## src/mbah_pkg.sv

```systemverilog
// Shared widths, register indexes and the arctangent table of the heading core.
package mbah_pkg;

    // Field and register widths
    localparam int SAMPLE_W  = 16;
    localparam int FRAC_BITS = 8;
    localparam int ACC_W     = 24;
    localparam int CNT_W     = 8;
    localparam int GAIN_W    = 16;
    localparam int FIELD_W   = 23;
    localparam int HEAD_W    = 17;
    localparam int MAG_W     = 23;

    // Stream packing
    localparam int IN_TDATA_W  = ((3 * SAMPLE_W + 7) / 8) * 8;
    localparam int OUT_BITS    = 3 * FIELD_W + HEAD_W + MAG_W;
    localparam int OUT_TDATA_W = ((OUT_BITS + 7) / 8) * 8;
    localparam int HEAD_LSB    = 3 * FIELD_W;
    localparam int MAG_LSB     = HEAD_LSB + HEAD_W;

    // Configuration port
    localparam int CFG_IDX_W  = 2;
    localparam int CFG_DATA_W = 16;
    localparam logic [CFG_IDX_W-1:0] CFG_AVG_COUNT = 2'd0;
    localparam logic [CFG_IDX_W-1:0] CFG_GAIN      = 2'd1;
    localparam logic [CNT_W-1:0]  AVG_RESET  = 8'd10;
    localparam logic [GAIN_W-1:0] GAIN_RESET = 16'd19857;

    // Serial multiplier, divider and square root
    localparam int MUL_A_W  = 32;
    localparam int MUL_B_W  = 24;
    localparam int PROD_W   = MUL_A_W + MUL_B_W;
    localparam int DIV_W    = FRAC_BITS + 26;
    localparam int WIDE_W   = PROD_W + FRAC_BITS + 1;
    localparam int FIELD_RND_SH = 15;
    localparam int MAG_RND_SH   = 22;
    localparam int SUMSQ_W  = 48;
    localparam int SQ_SHIFT = 14;
    localparam int SQ_IN_W  = SUMSQ_W + SQ_SHIFT;
    localparam int ROOT_W   = SQ_IN_W / 2;

    // Saturation limits
    localparam logic [DIV_W-1:0] FIELD_POS_MAX = DIV_W'((64'd1 << (FIELD_W - 1)) - 64'd1);
    localparam logic [DIV_W-1:0] FIELD_NEG_MAX = DIV_W'(64'd1 << (FIELD_W - 1));
    localparam logic [DIV_W-1:0] MAG_MAX       = DIV_W'((64'd1 << MAG_W) - 64'd1);

    // Heading CORDIC, angles in units of 2^-24 degree
    localparam int CORDIC_STEPS = 24;
    localparam int STEP_W  = 5;
    localparam int ANG_W   = 30;
    localparam int CX_SH   = 30;
    localparam int CX_W    = ACC_W + CX_SH + 3;
    localparam int CZ_W    = 35;
    localparam int HEAD_SH = 24 - FRAC_BITS;
    localparam logic [CZ_W-1:0] Z_HALF_TURN = CZ_W'(64'd180 << 24);
    localparam logic [CZ_W-1:0] Z_FULL_TURN = CZ_W'(64'd360 << 24);
    localparam logic [CZ_W-1:0] Z_HEAD_RND  = CZ_W'(64'd1 << (HEAD_SH - 1));
    localparam logic [CZ_W-1:0] Z_HEAD_TURN = CZ_W'(64'd360 << FRAC_BITS);
    localparam logic [CZ_W-1:0] Z_HEAD_MAX  = CZ_W'((64'd1 << HEAD_W) - 64'd1);
    localparam int HEAD_TURN = 360 << FRAC_BITS;

    typedef logic [ANG_W-1:0] t_ang;

    // atan(2^-i) in units of 2^-24 degree
    function automatic t_ang atan_deg(input logic [STEP_W-1:0] i);
        t_ang a;
        unique case (i)
            5'd0:    a = 30'd754974720;
            5'd1:    a = 30'd445687602;
            5'd2:    a = 30'd235489088;
            5'd3:    a = 30'd119537938;
            5'd4:    a = 30'd60000934;
            5'd5:    a = 30'd30029717;
            5'd6:    a = 30'd15018523;
            5'd7:    a = 30'd7509720;
            5'd8:    a = 30'd3754917;
            5'd9:    a = 30'd1877466;
            5'd10:   a = 30'd938734;
            5'd11:   a = 30'd469367;
            5'd12:   a = 30'd234684;
            5'd13:   a = 30'd117342;
            5'd14:   a = 30'd58671;
            5'd15:   a = 30'd29335;
            5'd16:   a = 30'd14668;
            5'd17:   a = 30'd7334;
            5'd18:   a = 30'd3667;
            5'd19:   a = 30'd1833;
            5'd20:   a = 30'd917;
            5'd21:   a = 30'd458;
            5'd22:   a = 30'd229;
            5'd23:   a = 30'd115;
            default: a = '0;
        endcase
        return a;
    endfunction

endpackage

```

## src/magnetometer_block_average_heading_core.sv

```systemverilog
// Top level: block accumulation, result sequencer and the output register.
//
// Channel   | Dir | Fields (lowest bit up)
// s_axis    | in  | x_sample, z_sample, y_sample (16 bits each, signed)
// m_axis    | out | x_field, y_field, z_field (23 signed), heading_deg (17), magnitude (23)
// i_cfg_*   | in  | index 0 average_count, index 1 gain_q16
//
// A sample that does not close a block is accepted without holding tready low.
// A sample that closes a block holds tready low while the bit-serial
// multiplier and divider (Q8 results) run four times in turn, with the
// squares and the square root before the last run, plus any wait for
// m_axis to take the previous result. The heading CORDIC runs alongside.
// Reset is synchronous, active low.
// A result waiting on m_axis does not stop accumulation of the next block.
module magnetometer_block_average_heading_core (
    input  logic                                 i_clk,
    input  logic                                 i_rst_n,
    input  logic                                 i_cfg_wr_en,
    input  logic [mbah_pkg::CFG_IDX_W-1:0]       i_cfg_index,
    input  logic [mbah_pkg::CFG_DATA_W-1:0]      i_cfg_wdata,
    input  logic                                 s_axis_tvalid,
    output logic                                 s_axis_tready,
    // x_sample, z_sample, y_sample
    input  logic [mbah_pkg::IN_TDATA_W-1:0]      s_axis_tdata,
    output logic                                 m_axis_tvalid,
    input  logic                                 m_axis_tready,
    // x_field, y_field, z_field, heading_deg, magnitude, zero padding
    output logic [mbah_pkg::OUT_TDATA_W-1:0]     m_axis_tdata
);
    import mbah_pkg::*;

    typedef enum logic [5:0] {
        ST_IDLE = 6'b000001,
        ST_MUL  = 6'b000010,
        ST_DIV  = 6'b000100,
        ST_SQR  = 6'b001000,
        ST_SQRT = 6'b010000,
        ST_WAIT = 6'b100000
    } t_state;

    typedef enum logic [1:0] {
        SL_X   = 2'd0,
        SL_Y   = 2'd1,
        SL_Z   = 2'd2,
        SL_MAG = 2'd3
    } t_slot;

    function automatic logic [ACC_W-1:0] abs_acc(input logic [ACC_W-1:0] v);
        return v[ACC_W-1] ? (~v + 1'b1) : v;
    endfunction

    function automatic logic [FIELD_W-1:0] sat_field(input logic [DIV_W-1:0] q,
                                                    input logic neg);
        logic [FIELD_W-1:0] m;
        if (neg) begin
            m = (q > FIELD_NEG_MAX) ? FIELD_NEG_MAX[FIELD_W-1:0] : q[FIELD_W-1:0];
            return -m;
        end
        m = (q > FIELD_POS_MAX) ? FIELD_POS_MAX[FIELD_W-1:0] : q[FIELD_W-1:0];
        return m;
    endfunction

    t_state r_state, n_state;
    t_slot  r_slot, n_slot;
    t_slot  r_sq, n_sq;

    logic [CNT_W-1:0]   r_avg;
    logic [GAIN_W-1:0]  r_gain;
    logic [ACC_W-1:0]   r_acc_x, r_acc_y, r_acc_z;
    logic [CNT_W-1:0]   r_count;
    logic [ACC_W-1:0]   r_sx, r_sy, r_sz;
    logic [CNT_W-1:0]   r_n;
    logic [SUMSQ_W-1:0] r_sumsq, n_sumsq;
    logic [FIELD_W-1:0] r_xf, r_yf, r_zf;
    logic [MAG_W-1:0]   r_mag;
    logic               r_head_ok;
    logic               r_out_valid;
    logic [OUT_TDATA_W-1:0] r_out_data;

    logic [SAMPLE_W-1:0] w_x_in, w_z_in, w_y_in;
    logic [ACC_W-1:0]    n_acc_x, n_acc_y, n_acc_z;
    logic [CNT_W-1:0]    w_n_eff, w_cnt_next;
    logic                w_accept, w_emit;

    logic                mul_start, mul_done;
    logic [MUL_A_W-1:0]  mul_a;
    logic [MUL_B_W-1:0]  mul_b;
    logic [PROD_W-1:0]   mul_prod;
    logic                div_start, div_done;
    logic [DIV_W-1:0]    div_dividend, div_quot;
    logic                sqrt_start, sqrt_done;
    logic [ROOT_W-1:0]   sqrt_root;
    logic                cordic_start, cordic_done;
    logic [HEAD_W-1:0]   cordic_head;
    logic                w_store, w_load;
    logic [WIDE_W-1:0]   w_num_field, w_num_mag;
    logic [ACC_W-1:0]    w_slot_sum;

    // Unpack the request and extend the samples to the sum width
    assign w_x_in  = s_axis_tdata[0*SAMPLE_W +: SAMPLE_W];
    assign w_z_in  = s_axis_tdata[1*SAMPLE_W +: SAMPLE_W];
    assign w_y_in  = s_axis_tdata[2*SAMPLE_W +: SAMPLE_W];
    assign n_acc_x = r_acc_x + {{(ACC_W - SAMPLE_W){w_x_in[SAMPLE_W-1]}}, w_x_in};
    assign n_acc_y = r_acc_y + {{(ACC_W - SAMPLE_W){w_y_in[SAMPLE_W-1]}}, w_y_in};
    assign n_acc_z = r_acc_z + {{(ACC_W - SAMPLE_W){w_z_in[SAMPLE_W-1]}}, w_z_in};

    // Close the block when the count reaches the length or wraps
    assign w_n_eff    = (r_avg == '0) ? CNT_W'(1) : r_avg;
    assign w_cnt_next = r_count + 1'b1;
    assign w_emit     = (w_cnt_next >= w_n_eff) || (w_cnt_next == '0);

    assign s_axis_tready = (r_state == ST_IDLE);
    assign w_accept      = s_axis_tvalid && s_axis_tready;

    // Rounded numerators ahead of the division by the block length
    assign w_num_field  = (WIDE_W'(mul_prod) << FRAC_BITS) + (WIDE_W'(r_n) << FIELD_RND_SH);
    assign w_num_mag    = (WIDE_W'(mul_prod) << FRAC_BITS) + (WIDE_W'(r_n) << MAG_RND_SH);
    assign div_dividend = (r_slot == SL_MAG) ? DIV_W'(w_num_mag >> (MAG_RND_SH + 1))
                                             : DIV_W'(w_num_field >> (FIELD_RND_SH + 1));

    always_comb begin
        unique case (r_slot)
            SL_X:    w_slot_sum = r_sx;
            SL_Y:    w_slot_sum = r_sy;
            SL_Z:    w_slot_sum = r_sz;
            default: w_slot_sum = '0;
        endcase
    end

    // Sequencer: three axis fields, the sum of squares, its root, then the magnitude
    always_comb begin
        n_state      = r_state;
        n_slot       = r_slot;
        n_sq         = r_sq;
        n_sumsq      = r_sumsq;
        mul_start    = 1'b0;
        mul_a        = MUL_A_W'(abs_acc(r_sx));
        mul_b        = MUL_B_W'(r_gain);
        div_start    = 1'b0;
        sqrt_start   = 1'b0;
        cordic_start = 1'b0;
        w_store      = 1'b0;
        w_load       = 1'b0;
        unique case (r_state)
            ST_IDLE: begin
                if (w_accept && w_emit) begin
                    mul_start    = 1'b1;
                    mul_a        = MUL_A_W'(abs_acc(n_acc_x));
                    cordic_start = 1'b1;
                    n_slot       = SL_X;
                    n_sumsq      = '0;
                    n_state      = ST_MUL;
                end
            end
            ST_MUL: begin
                if (mul_done) begin
                    div_start = 1'b1;
                    n_state   = ST_DIV;
                end
            end
            ST_DIV: begin
                if (div_done) begin
                    w_store = 1'b1;
                    unique case (r_slot)
                        SL_X: begin
                            mul_start = 1'b1;
                            mul_a     = MUL_A_W'(abs_acc(r_sy));
                            n_slot    = SL_Y;
                            n_state   = ST_MUL;
                        end
                        SL_Y: begin
                            mul_start = 1'b1;
                            mul_a     = MUL_A_W'(abs_acc(r_sz));
                            n_slot    = SL_Z;
                            n_state   = ST_MUL;
                        end
                        SL_Z: begin
                            mul_start = 1'b1;
                            mul_a     = MUL_A_W'(abs_acc(r_sx));
                            mul_b     = MUL_B_W'(abs_acc(r_sx));
                            n_sq      = SL_X;
                            n_state   = ST_SQR;
                        end
                        default: begin
                            n_state = ST_WAIT;
                        end
                    endcase
                end
            end
            ST_SQR: begin
                if (mul_done) begin
                    n_sumsq = r_sumsq + SUMSQ_W'(mul_prod);
                    unique case (r_sq)
                        SL_X: begin
                            mul_start = 1'b1;
                            mul_a     = MUL_A_W'(abs_acc(r_sy));
                            mul_b     = MUL_B_W'(abs_acc(r_sy));
                            n_sq      = SL_Y;
                        end
                        SL_Y: begin
                            mul_start = 1'b1;
                            mul_a     = MUL_A_W'(abs_acc(r_sz));
                            mul_b     = MUL_B_W'(abs_acc(r_sz));
                            n_sq      = SL_Z;
                        end
                        default: begin
                            sqrt_start = 1'b1;
                            n_state    = ST_SQRT;
                        end
                    endcase
                end
            end
            ST_SQRT: begin
                if (sqrt_done) begin
                    mul_start = 1'b1;
                    mul_a     = MUL_A_W'(sqrt_root);
                    n_slot    = SL_MAG;
                    n_state   = ST_MUL;
                end
            end
            ST_WAIT: begin
                if (r_head_ok && (!r_out_valid || m_axis_tready)) begin
                    w_load  = 1'b1;
                    n_state = ST_IDLE;
                end
            end
            default: begin
                n_state = ST_IDLE;
            end
        endcase
    end

    // Control state: configuration, accumulators, sequencer and output valid
    always_ff @(posedge i_clk) begin
        if (!i_rst_n) begin
            r_state     <= ST_IDLE;
            r_slot      <= SL_X;
            r_sq        <= SL_X;
            r_avg       <= AVG_RESET;
            r_gain      <= GAIN_RESET;
            r_acc_x     <= '0;
            r_acc_y     <= '0;
            r_acc_z     <= '0;
            r_count     <= '0;
            r_head_ok   <= 1'b0;
            r_out_valid <= 1'b0;
        end else begin
            r_state <= n_state;
            r_slot  <= n_slot;
            r_sq    <= n_sq;
            if (i_cfg_wr_en) begin
                unique case (i_cfg_index)
                    CFG_AVG_COUNT: r_avg  <= i_cfg_wdata[CNT_W-1:0];
                    CFG_GAIN:      r_gain <= i_cfg_wdata[GAIN_W-1:0];
                    default: ;
                endcase
            end
            if (w_accept) begin
                if (w_emit) begin
                    r_acc_x <= '0;
                    r_acc_y <= '0;
                    r_acc_z <= '0;
                    r_count <= '0;
                end else begin
                    r_acc_x <= n_acc_x;
                    r_acc_y <= n_acc_y;
                    r_acc_z <= n_acc_z;
                    r_count <= w_cnt_next;
                end
            end
            if (cordic_start) begin
                r_head_ok <= 1'b0;
            end else if (cordic_done) begin
                r_head_ok <= 1'b1;
            end
            if (w_load) begin
                r_out_valid <= 1'b1;
            end else if (m_axis_tready) begin
                r_out_valid <= 1'b0;
            end
        end
    end

    // Payload: block snapshot, finished fields and the output register
    always_ff @(posedge i_clk) begin
        r_sumsq <= n_sumsq;
        if (cordic_start) begin
            r_sx <= n_acc_x;
            r_sy <= n_acc_y;
            r_sz <= n_acc_z;
            r_n  <= w_n_eff;
        end
        if (w_store) begin
            unique case (r_slot)
                SL_X:    r_xf  <= sat_field(div_quot, w_slot_sum[ACC_W-1]);
                SL_Y:    r_yf  <= sat_field(div_quot, w_slot_sum[ACC_W-1]);
                SL_Z:    r_zf  <= sat_field(div_quot, w_slot_sum[ACC_W-1]);
                default: r_mag <= (div_quot > MAG_MAX) ? MAG_MAX[MAG_W-1:0]
                                                       : div_quot[MAG_W-1:0];
            endcase
        end
        if (w_load) begin
            r_out_data <= OUT_TDATA_W'({r_mag, cordic_head, r_zf, r_yf, r_xf});
        end
    end

    mbah_mul u_mul (
        .i_clk   (i_clk),
        .i_rst_n (i_rst_n),
        .i_start (mul_start),
        .i_a     (mul_a),
        .i_b     (mul_b),
        .o_done  (mul_done),
        .o_prod  (mul_prod)
    );

    mbah_div u_div (
        .i_clk      (i_clk),
        .i_rst_n    (i_rst_n),
        .i_start    (div_start),
        .i_dividend (div_dividend),
        .i_divisor  (r_n),
        .o_done     (div_done),
        .o_quot     (div_quot)
    );

    mbah_isqrt u_isqrt (
        .i_clk   (i_clk),
        .i_rst_n (i_rst_n),
        .i_start (sqrt_start),
        .i_value ({n_sumsq, {SQ_SHIFT{1'b0}}}),
        .o_done  (sqrt_done),
        .o_root  (sqrt_root)
    );

    mbah_cordic u_cordic (
        .i_clk     (i_clk),
        .i_rst_n   (i_rst_n),
        .i_start   (cordic_start),
        .i_sx      (n_acc_x),
        .i_sy      (n_acc_y),
        .i_zero    (((n_acc_x == '0) && (n_acc_y == '0)) || (r_gain == '0)),
        .o_done    (cordic_done),
        .o_heading (cordic_head)
    );

    assign m_axis_tvalid = r_out_valid;
    assign m_axis_tdata  = r_out_data;

endmodule

```

## src/mbah_mul.sv

```systemverilog
// Bit-serial shift-and-add multiplier, one multiplier bit per cycle.
module mbah_mul (
    input  logic                          i_clk,
    input  logic                          i_rst_n,
    input  logic                          i_start,
    input  logic [mbah_pkg::MUL_A_W-1:0]  i_a,
    input  logic [mbah_pkg::MUL_B_W-1:0]  i_b,
    output logic                          o_done,
    output logic [mbah_pkg::PROD_W-1:0]   o_prod
);
    import mbah_pkg::*;

    localparam int MCNT_W = $clog2(MUL_B_W);

    logic              r_busy;
    logic              r_done;
    logic [MCNT_W-1:0] r_cnt;
    logic [PROD_W-1:0] r_a;
    logic [MUL_B_W-1:0] r_b;
    logic [PROD_W-1:0] r_acc;

    // Control: run for one pass over the multiplier bits
    always_ff @(posedge i_clk) begin
        if (!i_rst_n) begin
            r_busy <= 1'b0;
            r_done <= 1'b0;
            r_cnt  <= '0;
        end else begin
            r_done <= 1'b0;
            if (i_start) begin
                r_busy <= 1'b1;
                r_cnt  <= '0;
            end else if (r_busy) begin
                r_cnt <= r_cnt + 1'b1;
                if (r_cnt == MCNT_W'(MUL_B_W - 1)) begin
                    r_busy <= 1'b0;
                    r_done <= 1'b1;
                end
            end
        end
    end

    // Datapath: add the shifted multiplicand where the multiplier bit is set
    always_ff @(posedge i_clk) begin
        if (i_start) begin
            r_a   <= PROD_W'(i_a);
            r_b   <= i_b;
            r_acc <= '0;
        end else if (r_busy) begin
            if (r_b[0]) begin
                r_acc <= r_acc + r_a;
            end
            r_a <= r_a << 1;
            r_b <= r_b >> 1;
        end
    end

    assign o_done = r_done;
    assign o_prod = r_acc;

endmodule

```

## src/mbah_div.sv

```systemverilog
// Restoring divider by the block length, one quotient bit per cycle.
module mbah_div (
    input  logic                        i_clk,
    input  logic                        i_rst_n,
    input  logic                        i_start,
    input  logic [mbah_pkg::DIV_W-1:0]  i_dividend,
    input  logic [mbah_pkg::CNT_W-1:0]  i_divisor,
    output logic                        o_done,
    output logic [mbah_pkg::DIV_W-1:0]  o_quot
);
    import mbah_pkg::*;

    localparam int DCNT_W = $clog2(DIV_W);

    logic              r_busy;
    logic              r_done;
    logic [DCNT_W-1:0] r_cnt;
    logic [DIV_W-1:0]  r_quo;
    logic [CNT_W-1:0]  r_rem;
    logic [CNT_W-1:0]  r_den;
    logic [CNT_W:0]    w_trial;
    logic              w_ge;
    logic [CNT_W:0]    w_diff;

    // One restoring step: bring down the next dividend bit
    assign w_trial = {r_rem, r_quo[DIV_W-1]};
    assign w_ge    = w_trial >= {1'b0, r_den};
    assign w_diff  = w_trial - {1'b0, r_den};

    always_ff @(posedge i_clk) begin
        if (!i_rst_n) begin
            r_busy <= 1'b0;
            r_done <= 1'b0;
            r_cnt  <= '0;
        end else begin
            r_done <= 1'b0;
            if (i_start) begin
                r_busy <= 1'b1;
                r_cnt  <= '0;
            end else if (r_busy) begin
                r_cnt <= r_cnt + 1'b1;
                if (r_cnt == DCNT_W'(DIV_W - 1)) begin
                    r_busy <= 1'b0;
                    r_done <= 1'b1;
                end
            end
        end
    end

    always_ff @(posedge i_clk) begin
        if (i_start) begin
            r_quo <= i_dividend;
            r_rem <= '0;
            r_den <= i_divisor;
        end else if (r_busy) begin
            r_rem <= w_ge ? w_diff[CNT_W-1:0] : w_trial[CNT_W-1:0];
            r_quo <= {r_quo[DIV_W-2:0], w_ge};
        end
    end

    assign o_done = r_done;
    assign o_quot = r_quo;

endmodule

```

## src/mbah_isqrt.sv

```systemverilog
// Digit-by-digit integer square root, one root bit per cycle.
module mbah_isqrt (
    input  logic                          i_clk,
    input  logic                          i_rst_n,
    input  logic                          i_start,
    input  logic [mbah_pkg::SQ_IN_W-1:0]  i_value,
    output logic                          o_done,
    output logic [mbah_pkg::ROOT_W-1:0]   o_root
);
    import mbah_pkg::*;

    localparam int REM_W  = ROOT_W + 3;
    localparam int SCNT_W = $clog2(ROOT_W);

    logic              r_busy;
    logic              r_done;
    logic [SCNT_W-1:0] r_cnt;
    logic [SQ_IN_W-1:0] r_val;
    logic [REM_W-1:0]  r_rem;
    logic [ROOT_W-1:0] r_root;
    logic [REM_W-1:0]  w_pos;
    logic [REM_W-1:0]  w_trial;
    logic              w_ge;

    // Bring down two radicand bits and try the next root bit
    assign w_pos   = {r_rem[REM_W-3:0], r_val[SQ_IN_W-1 -: 2]};
    assign w_trial = {1'b0, r_root, 2'b01};
    assign w_ge    = w_pos >= w_trial;

    always_ff @(posedge i_clk) begin
        if (!i_rst_n) begin
            r_busy <= 1'b0;
            r_done <= 1'b0;
            r_cnt  <= '0;
        end else begin
            r_done <= 1'b0;
            if (i_start) begin
                r_busy <= 1'b1;
                r_cnt  <= '0;
            end else if (r_busy) begin
                r_cnt <= r_cnt + 1'b1;
                if (r_cnt == SCNT_W'(ROOT_W - 1)) begin
                    r_busy <= 1'b0;
                    r_done <= 1'b1;
                end
            end
        end
    end

    always_ff @(posedge i_clk) begin
        if (i_start) begin
            r_val  <= i_value;
            r_rem  <= '0;
            r_root <= '0;
        end else if (r_busy) begin
            r_val  <= r_val << 2;
            r_rem  <= w_ge ? (w_pos - w_trial) : w_pos;
            r_root <= {r_root[ROOT_W-2:0], w_ge};
        end
    end

    assign o_done = r_done;
    assign o_root = r_root;

endmodule

```

## src/mbah_cordic.sv

```systemverilog
// Vectoring CORDIC for the compass heading, one rotation per cycle.
module mbah_cordic (
    input  logic                        i_clk,
    input  logic                        i_rst_n,
    input  logic                        i_start,
    input  logic [mbah_pkg::ACC_W-1:0]  i_sx,
    input  logic [mbah_pkg::ACC_W-1:0]  i_sy,
    input  logic                        i_zero,
    output logic                        o_done,
    output logic [mbah_pkg::HEAD_W-1:0] o_heading
);
    import mbah_pkg::*;

    logic                   r_busy;
    logic                   r_fin;
    logic                   r_done;
    logic [STEP_W-1:0]      r_step;
    logic                   r_zero;
    logic signed [CX_W-1:0] r_x;
    logic signed [CX_W-1:0] r_y;
    logic [CZ_W-1:0]        r_z;
    logic [HEAD_W-1:0]      r_head;

    logic signed [CX_W-1:0] w_x0;
    logic signed [CX_W-1:0] w_y0;
    logic signed [CX_W-1:0] w_xs;
    logic signed [CX_W-1:0] w_ys;
    logic [CZ_W-1:0]        w_ang;
    logic                   w_ypos;
    logic [CZ_W-1:0]        w_zw;
    logic [CZ_W-1:0]        w_code;
    logic [CZ_W-1:0]        w_code2;
    logic [HEAD_W-1:0]      w_head;

    // Scale the sums up so the shifts keep their fraction
    assign w_x0   = {{(CX_W - ACC_W - CX_SH){i_sx[ACC_W-1]}}, i_sx, {CX_SH{1'b0}}};
    assign w_y0   = {{(CX_W - ACC_W - CX_SH){i_sy[ACC_W-1]}}, i_sy, {CX_SH{1'b0}}};
    assign w_xs   = r_x >>> r_step;
    assign w_ys   = r_y >>> r_step;
    assign w_ang  = CZ_W'(atan_deg(r_step));
    assign w_ypos = !r_y[CX_W-1] && (r_y != '0);

    // Wrap the angle into one turn, round to the output step and saturate
    always_comb begin
        if (r_z[CZ_W-1]) begin
            w_zw = r_z + Z_FULL_TURN;
        end else if (r_z >= Z_FULL_TURN) begin
            w_zw = r_z - Z_FULL_TURN;
        end else begin
            w_zw = r_z;
        end
        w_code  = (w_zw + Z_HEAD_RND) >> HEAD_SH;
        w_code2 = (w_code >= Z_HEAD_TURN) ? (w_code - Z_HEAD_TURN) : w_code;
        if (r_zero) begin
            w_head = '0;
        end else if (w_code2 > Z_HEAD_MAX) begin
            w_head = Z_HEAD_MAX[HEAD_W-1:0];
        end else begin
            w_head = w_code2[HEAD_W-1:0];
        end
    end

    always_ff @(posedge i_clk) begin
        if (!i_rst_n) begin
            r_busy <= 1'b0;
            r_fin  <= 1'b0;
            r_done <= 1'b0;
            r_step <= '0;
        end else begin
            r_done <= 1'b0;
            r_fin  <= 1'b0;
            if (i_start) begin
                r_busy <= 1'b1;
                r_step <= '0;
            end else if (r_busy) begin
                r_step <= r_step + 1'b1;
                if (r_step == STEP_W'(CORDIC_STEPS - 1)) begin
                    r_busy <= 1'b0;
                    r_fin  <= 1'b1;
                end
            end else if (r_fin) begin
                r_done <= 1'b1;
            end
        end
    end

    // Rotate towards the positive X axis; start from the left half-plane flipped
    always_ff @(posedge i_clk) begin
        if (i_start) begin
            r_zero <= i_zero;
            if (i_sx[ACC_W-1]) begin
                r_x <= -w_x0;
                r_y <= -w_y0;
                r_z <= Z_HALF_TURN;
            end else begin
                r_x <= w_x0;
                r_y <= w_y0;
                r_z <= '0;
            end
        end else if (r_busy) begin
            if (w_ypos) begin
                r_x <= r_x + w_ys;
                r_y <= r_y - w_xs;
                r_z <= r_z + w_ang;
            end else begin
                r_x <= r_x - w_ys;
                r_y <= r_y + w_xs;
                r_z <= r_z - w_ang;
            end
        end
        if (r_fin) begin
            r_head <= w_head;
        end
    end

    assign o_done    = r_done;
    assign o_heading = r_head;

endmodule

```

## config.mk

```make
export PLATFORM = sky130hd
export DESIGN_NAME = magnetometer_block_average_heading_core
export DESIGN_NICKNAME = d
export VERILOG_FILES = /design/src/mbah_pkg.sv /design/src/magnetometer_block_average_heading_core.sv /design/src/mbah_mul.sv /design/src/mbah_div.sv /design/src/mbah_isqrt.sv /design/src/mbah_cordic.sv
export SDC_FILE = /design/constraint.sdc
export NUM_CORES = 2
export LEC_CHECK = 0
export ABC_AREA = 1
export BUFFER_PORTS_ARGS = -buffer_cell sky130_fd_sc_hd__buf_2
export CAP_MARGIN = 0
export CORE_MARGIN = 5
export CORE_UTILIZATION = 50
export CTS_CLUSTER_SIZE = 14
export DETAILED_ROUTE_END_ITERATION = 10
export PLACE_DENSITY_LB_ADDON = 0.15
export SLEW_MARGIN = 20
export SYNTH_ARGS = -nofsm -noshare
export SYNTH_HDL_FRONTEND = slang
export SYNTH_HIERARCHICAL = 1
export SYNTH_SLANG_ARGS = --single-unit
```

## constraint.sdc

```tcl
create_clock -name i_clk -period 9 [get_ports i_clk]
set_input_delay 1.35 -clock i_clk [delete_from_list [all_inputs] [get_ports i_clk]]
set_output_delay 1.35 -clock i_clk [all_outputs]
set_load 0.1 [all_outputs]
```

==> flow_metrics.tcl <==
set metrics [dict create \
    multiInputGateArea_um2 46580 \
    worst_slew_pin_slew_ns 1.169 \
    viasPerCell 5.688 \
    nets 12480 \
    io-pin-count 185 \
    rows 146 \
    grt-ovfl-total 0 \
    die_y_um 408.3 \
    antenna_found_initial 6 \
    die-width_um 408.3 \
    postSynthCellCount 11990 \
    final.min_clock_period_ns 6.990 \
    fin_skew_ns 0.06119 \
    synth_area_per_cell_um2 6.617 \
    cts-buffers-inserted 110 \
    start_util_pct 50.20 \
    cpMostUsedCell "nand2_1" \
    dp_cells 13960 \
    critPathArrivalTime_ns 7.49 \
    timing.slew.headroom_pct 21.23 \
    cp_data_required_time_ns 9.50 \
    drc_errors 0 \
    power_density_nw_per_um2 207.6 \
    holdWs_ns 0.4135 \
    portBuffers 181 \
    hp-class "reg -> reg" \
    gp_congestion 1.005 \
    crit_slowest_cell "dfxtp_4" \
    dp_hpwl_um 224900 \
    cp-end-kind "flop" \
    globalRouteTotalUtil_pct 33.00 \
    cts_buffer_depth 3 \
    outcome "finished, final reports clean" \
    nFillCells 15800 \
    die-area_um2 166700 \
    final-instance-count-excl-fill 14180 \
    fmax_ghz 0.1431 \
    cts_tree "built" \
    syn_area_um2 79330 \
    setup_violations 0 \
    peakVddDrop_v 0.0001974 \
    layout-area-overhead-vs-synth_pct 8.099 \
    grtUsageMet3_pct 5.229 \
    post_cts_buffers 0 \
    path_class "reg -> reg" \
    finalHoldViolCount 0 \
    drive_gt1_share_pct 6.396 \
    max_stage_delay_ns 0.79 \
    firstDrtPassIters 8 \
    cts_resized 0 \
    insertion_delay_ns 0.80 \
    design_area_um2 85750 \
    slew_violations 0 \
    top_usage_layer "met2" \
    wl_per_cell_um 20.26 \
    use_met1_pct 48.10 \
    post_dp_cell_area_um2 81820 \
    grt_max_degree 139 \
    clk_pin_slew_worst_paths_ns 0.06 \
    grt_setup_unrepaired "no" \
    total_power_w 0.01781 \
    yosys_warnings 6 \
    post-route-period-util_pct 77.67 \
    hold_buffers 0 \
    final.setup.tns_ns 0 \
    drt_iter0_drc 8985 \
    crit_fanout 88 \
    grt_use_met2_pct 50.20 \
    core_area_um2 158000 \
    crit_path_start_kind "flop" \
    p_leak_nw 40.14 \
    grt_pass1_wl_um 435800 \
    ant_nets 0 \
    grt_pass1_vias 74300 \
    vias 80620 \
    drt_wl_total_um 287200 \
    clk_root_buffer_cell "clkbuf_16" \
    drv_cap 0 \
    seq_area_um2 25500 \
    cts.sinks 969 \
    htree_levels 3 \
]
==> state kept, by name (all words and copies together) (netlist names), 35 cells and up <==
| signal | count |
|---|---|
| u_mul/o_prod | 49 |
| r_sumsq | 48 |
| m_axis_tdata | 109 |
| u_mul/r_a | 49 |
| u_cordic/r_z | 35 |
| u_cordic/r_y | 57 |
| u_cordic/r_x | 57 |
| u_isqrt/r_val | 62 |
==> power by group <==
| part | total, W | internal (W) | switching [W] | leakage [nW] |
|---|---|---|---|---|
| Combinational | 0.00723 | 0.00216 | 0.00507 | 30.0 |
| Sequential | 0.00572 | 0.00518 | 0.000539 | 8.23 |
| Clock | 0.00486 | 0.00278 | 0.00208 | 1.91 |
==> worst max-delay path: cells and delay by family, from the launching register on <==
| family | cells | cell delay, ns |
|---|---|---|
| flops | 1 | 0.79 |
| buf+inv | 3 | 0.94 |
| xor+xnor | 1 | 0.49 |
| compound gates | 11 | 1.90 |
| simple gates | 15 | 1.88 |
| fa+ha+maj | 2 | 0.65 |
==> layout make-up <==
type	instances	area share, %
multi-input combinational	9157	54.32
sequential	969	29.74
inverter	1518	6.662
clock buffer	137	3.583
tap	2072	3.023
timing repair buffer	247	1.678
clock inverter	73	0.9936
antenna	2	0.005836
==> final timing paths <==
kind / startpoint / endpoint / slack [ns] / cells after the start
setup / recovery: u_cordic/r_step[0] / u_cordic/r_y[47] / 2.01 / 32
setup reg to reg: u_cordic/r_step[0] / u_cordic/r_y[47] / 2.01 / 32
hold reg to reg: r_xf[1] / m_axis_tdata[1] / 0.41 / 0
hold / removal: r_xf[1] / m_axis_tdata[1] / 0.41 / 0
==> layout by cell type, fill, tap and decap left out, types with 70 or more instances in the layout <==
master and n:
a21oi_1 799, a31oi_1 76, buf_2 181, clkbuf_16 117, dfxtp_1 356, edfxtp_1 608, ha_1 396, inv_1 1452
nand2_1 3797, nand3_1 787, nand4_1 124, nor2_1 1100, nor2_2 70, nor3_1 135, o211ai_1 93, o21ai_0 596
o21ai_1 126, xnor2_1 97, xor2_1 260
==> per-layer routing <==
layer  vias to the layer above  wire length [um]  share of wire, %
li1                      39340                 -                 -
met1                     37430            130100                45
met2                      3365            121400                42
met3                       493             26150               9.1
met4                         4              9424               3.3
met5                         -                29             0.010
==> stage by stage <==
stage | util [%] | setup slack [ns]
3_5_place_dp | 51.78 | 2.243
2_1_floorplan | - | 0.3713
6_report | 54.27 | 2.010
5_1_grt | 54.27 | 1.370
3_3_place_gp | 51.78 | 2.316
4_1_cts | 54.26 | 2.149
No activity file was read; power rests on OpenSTA's default activity.
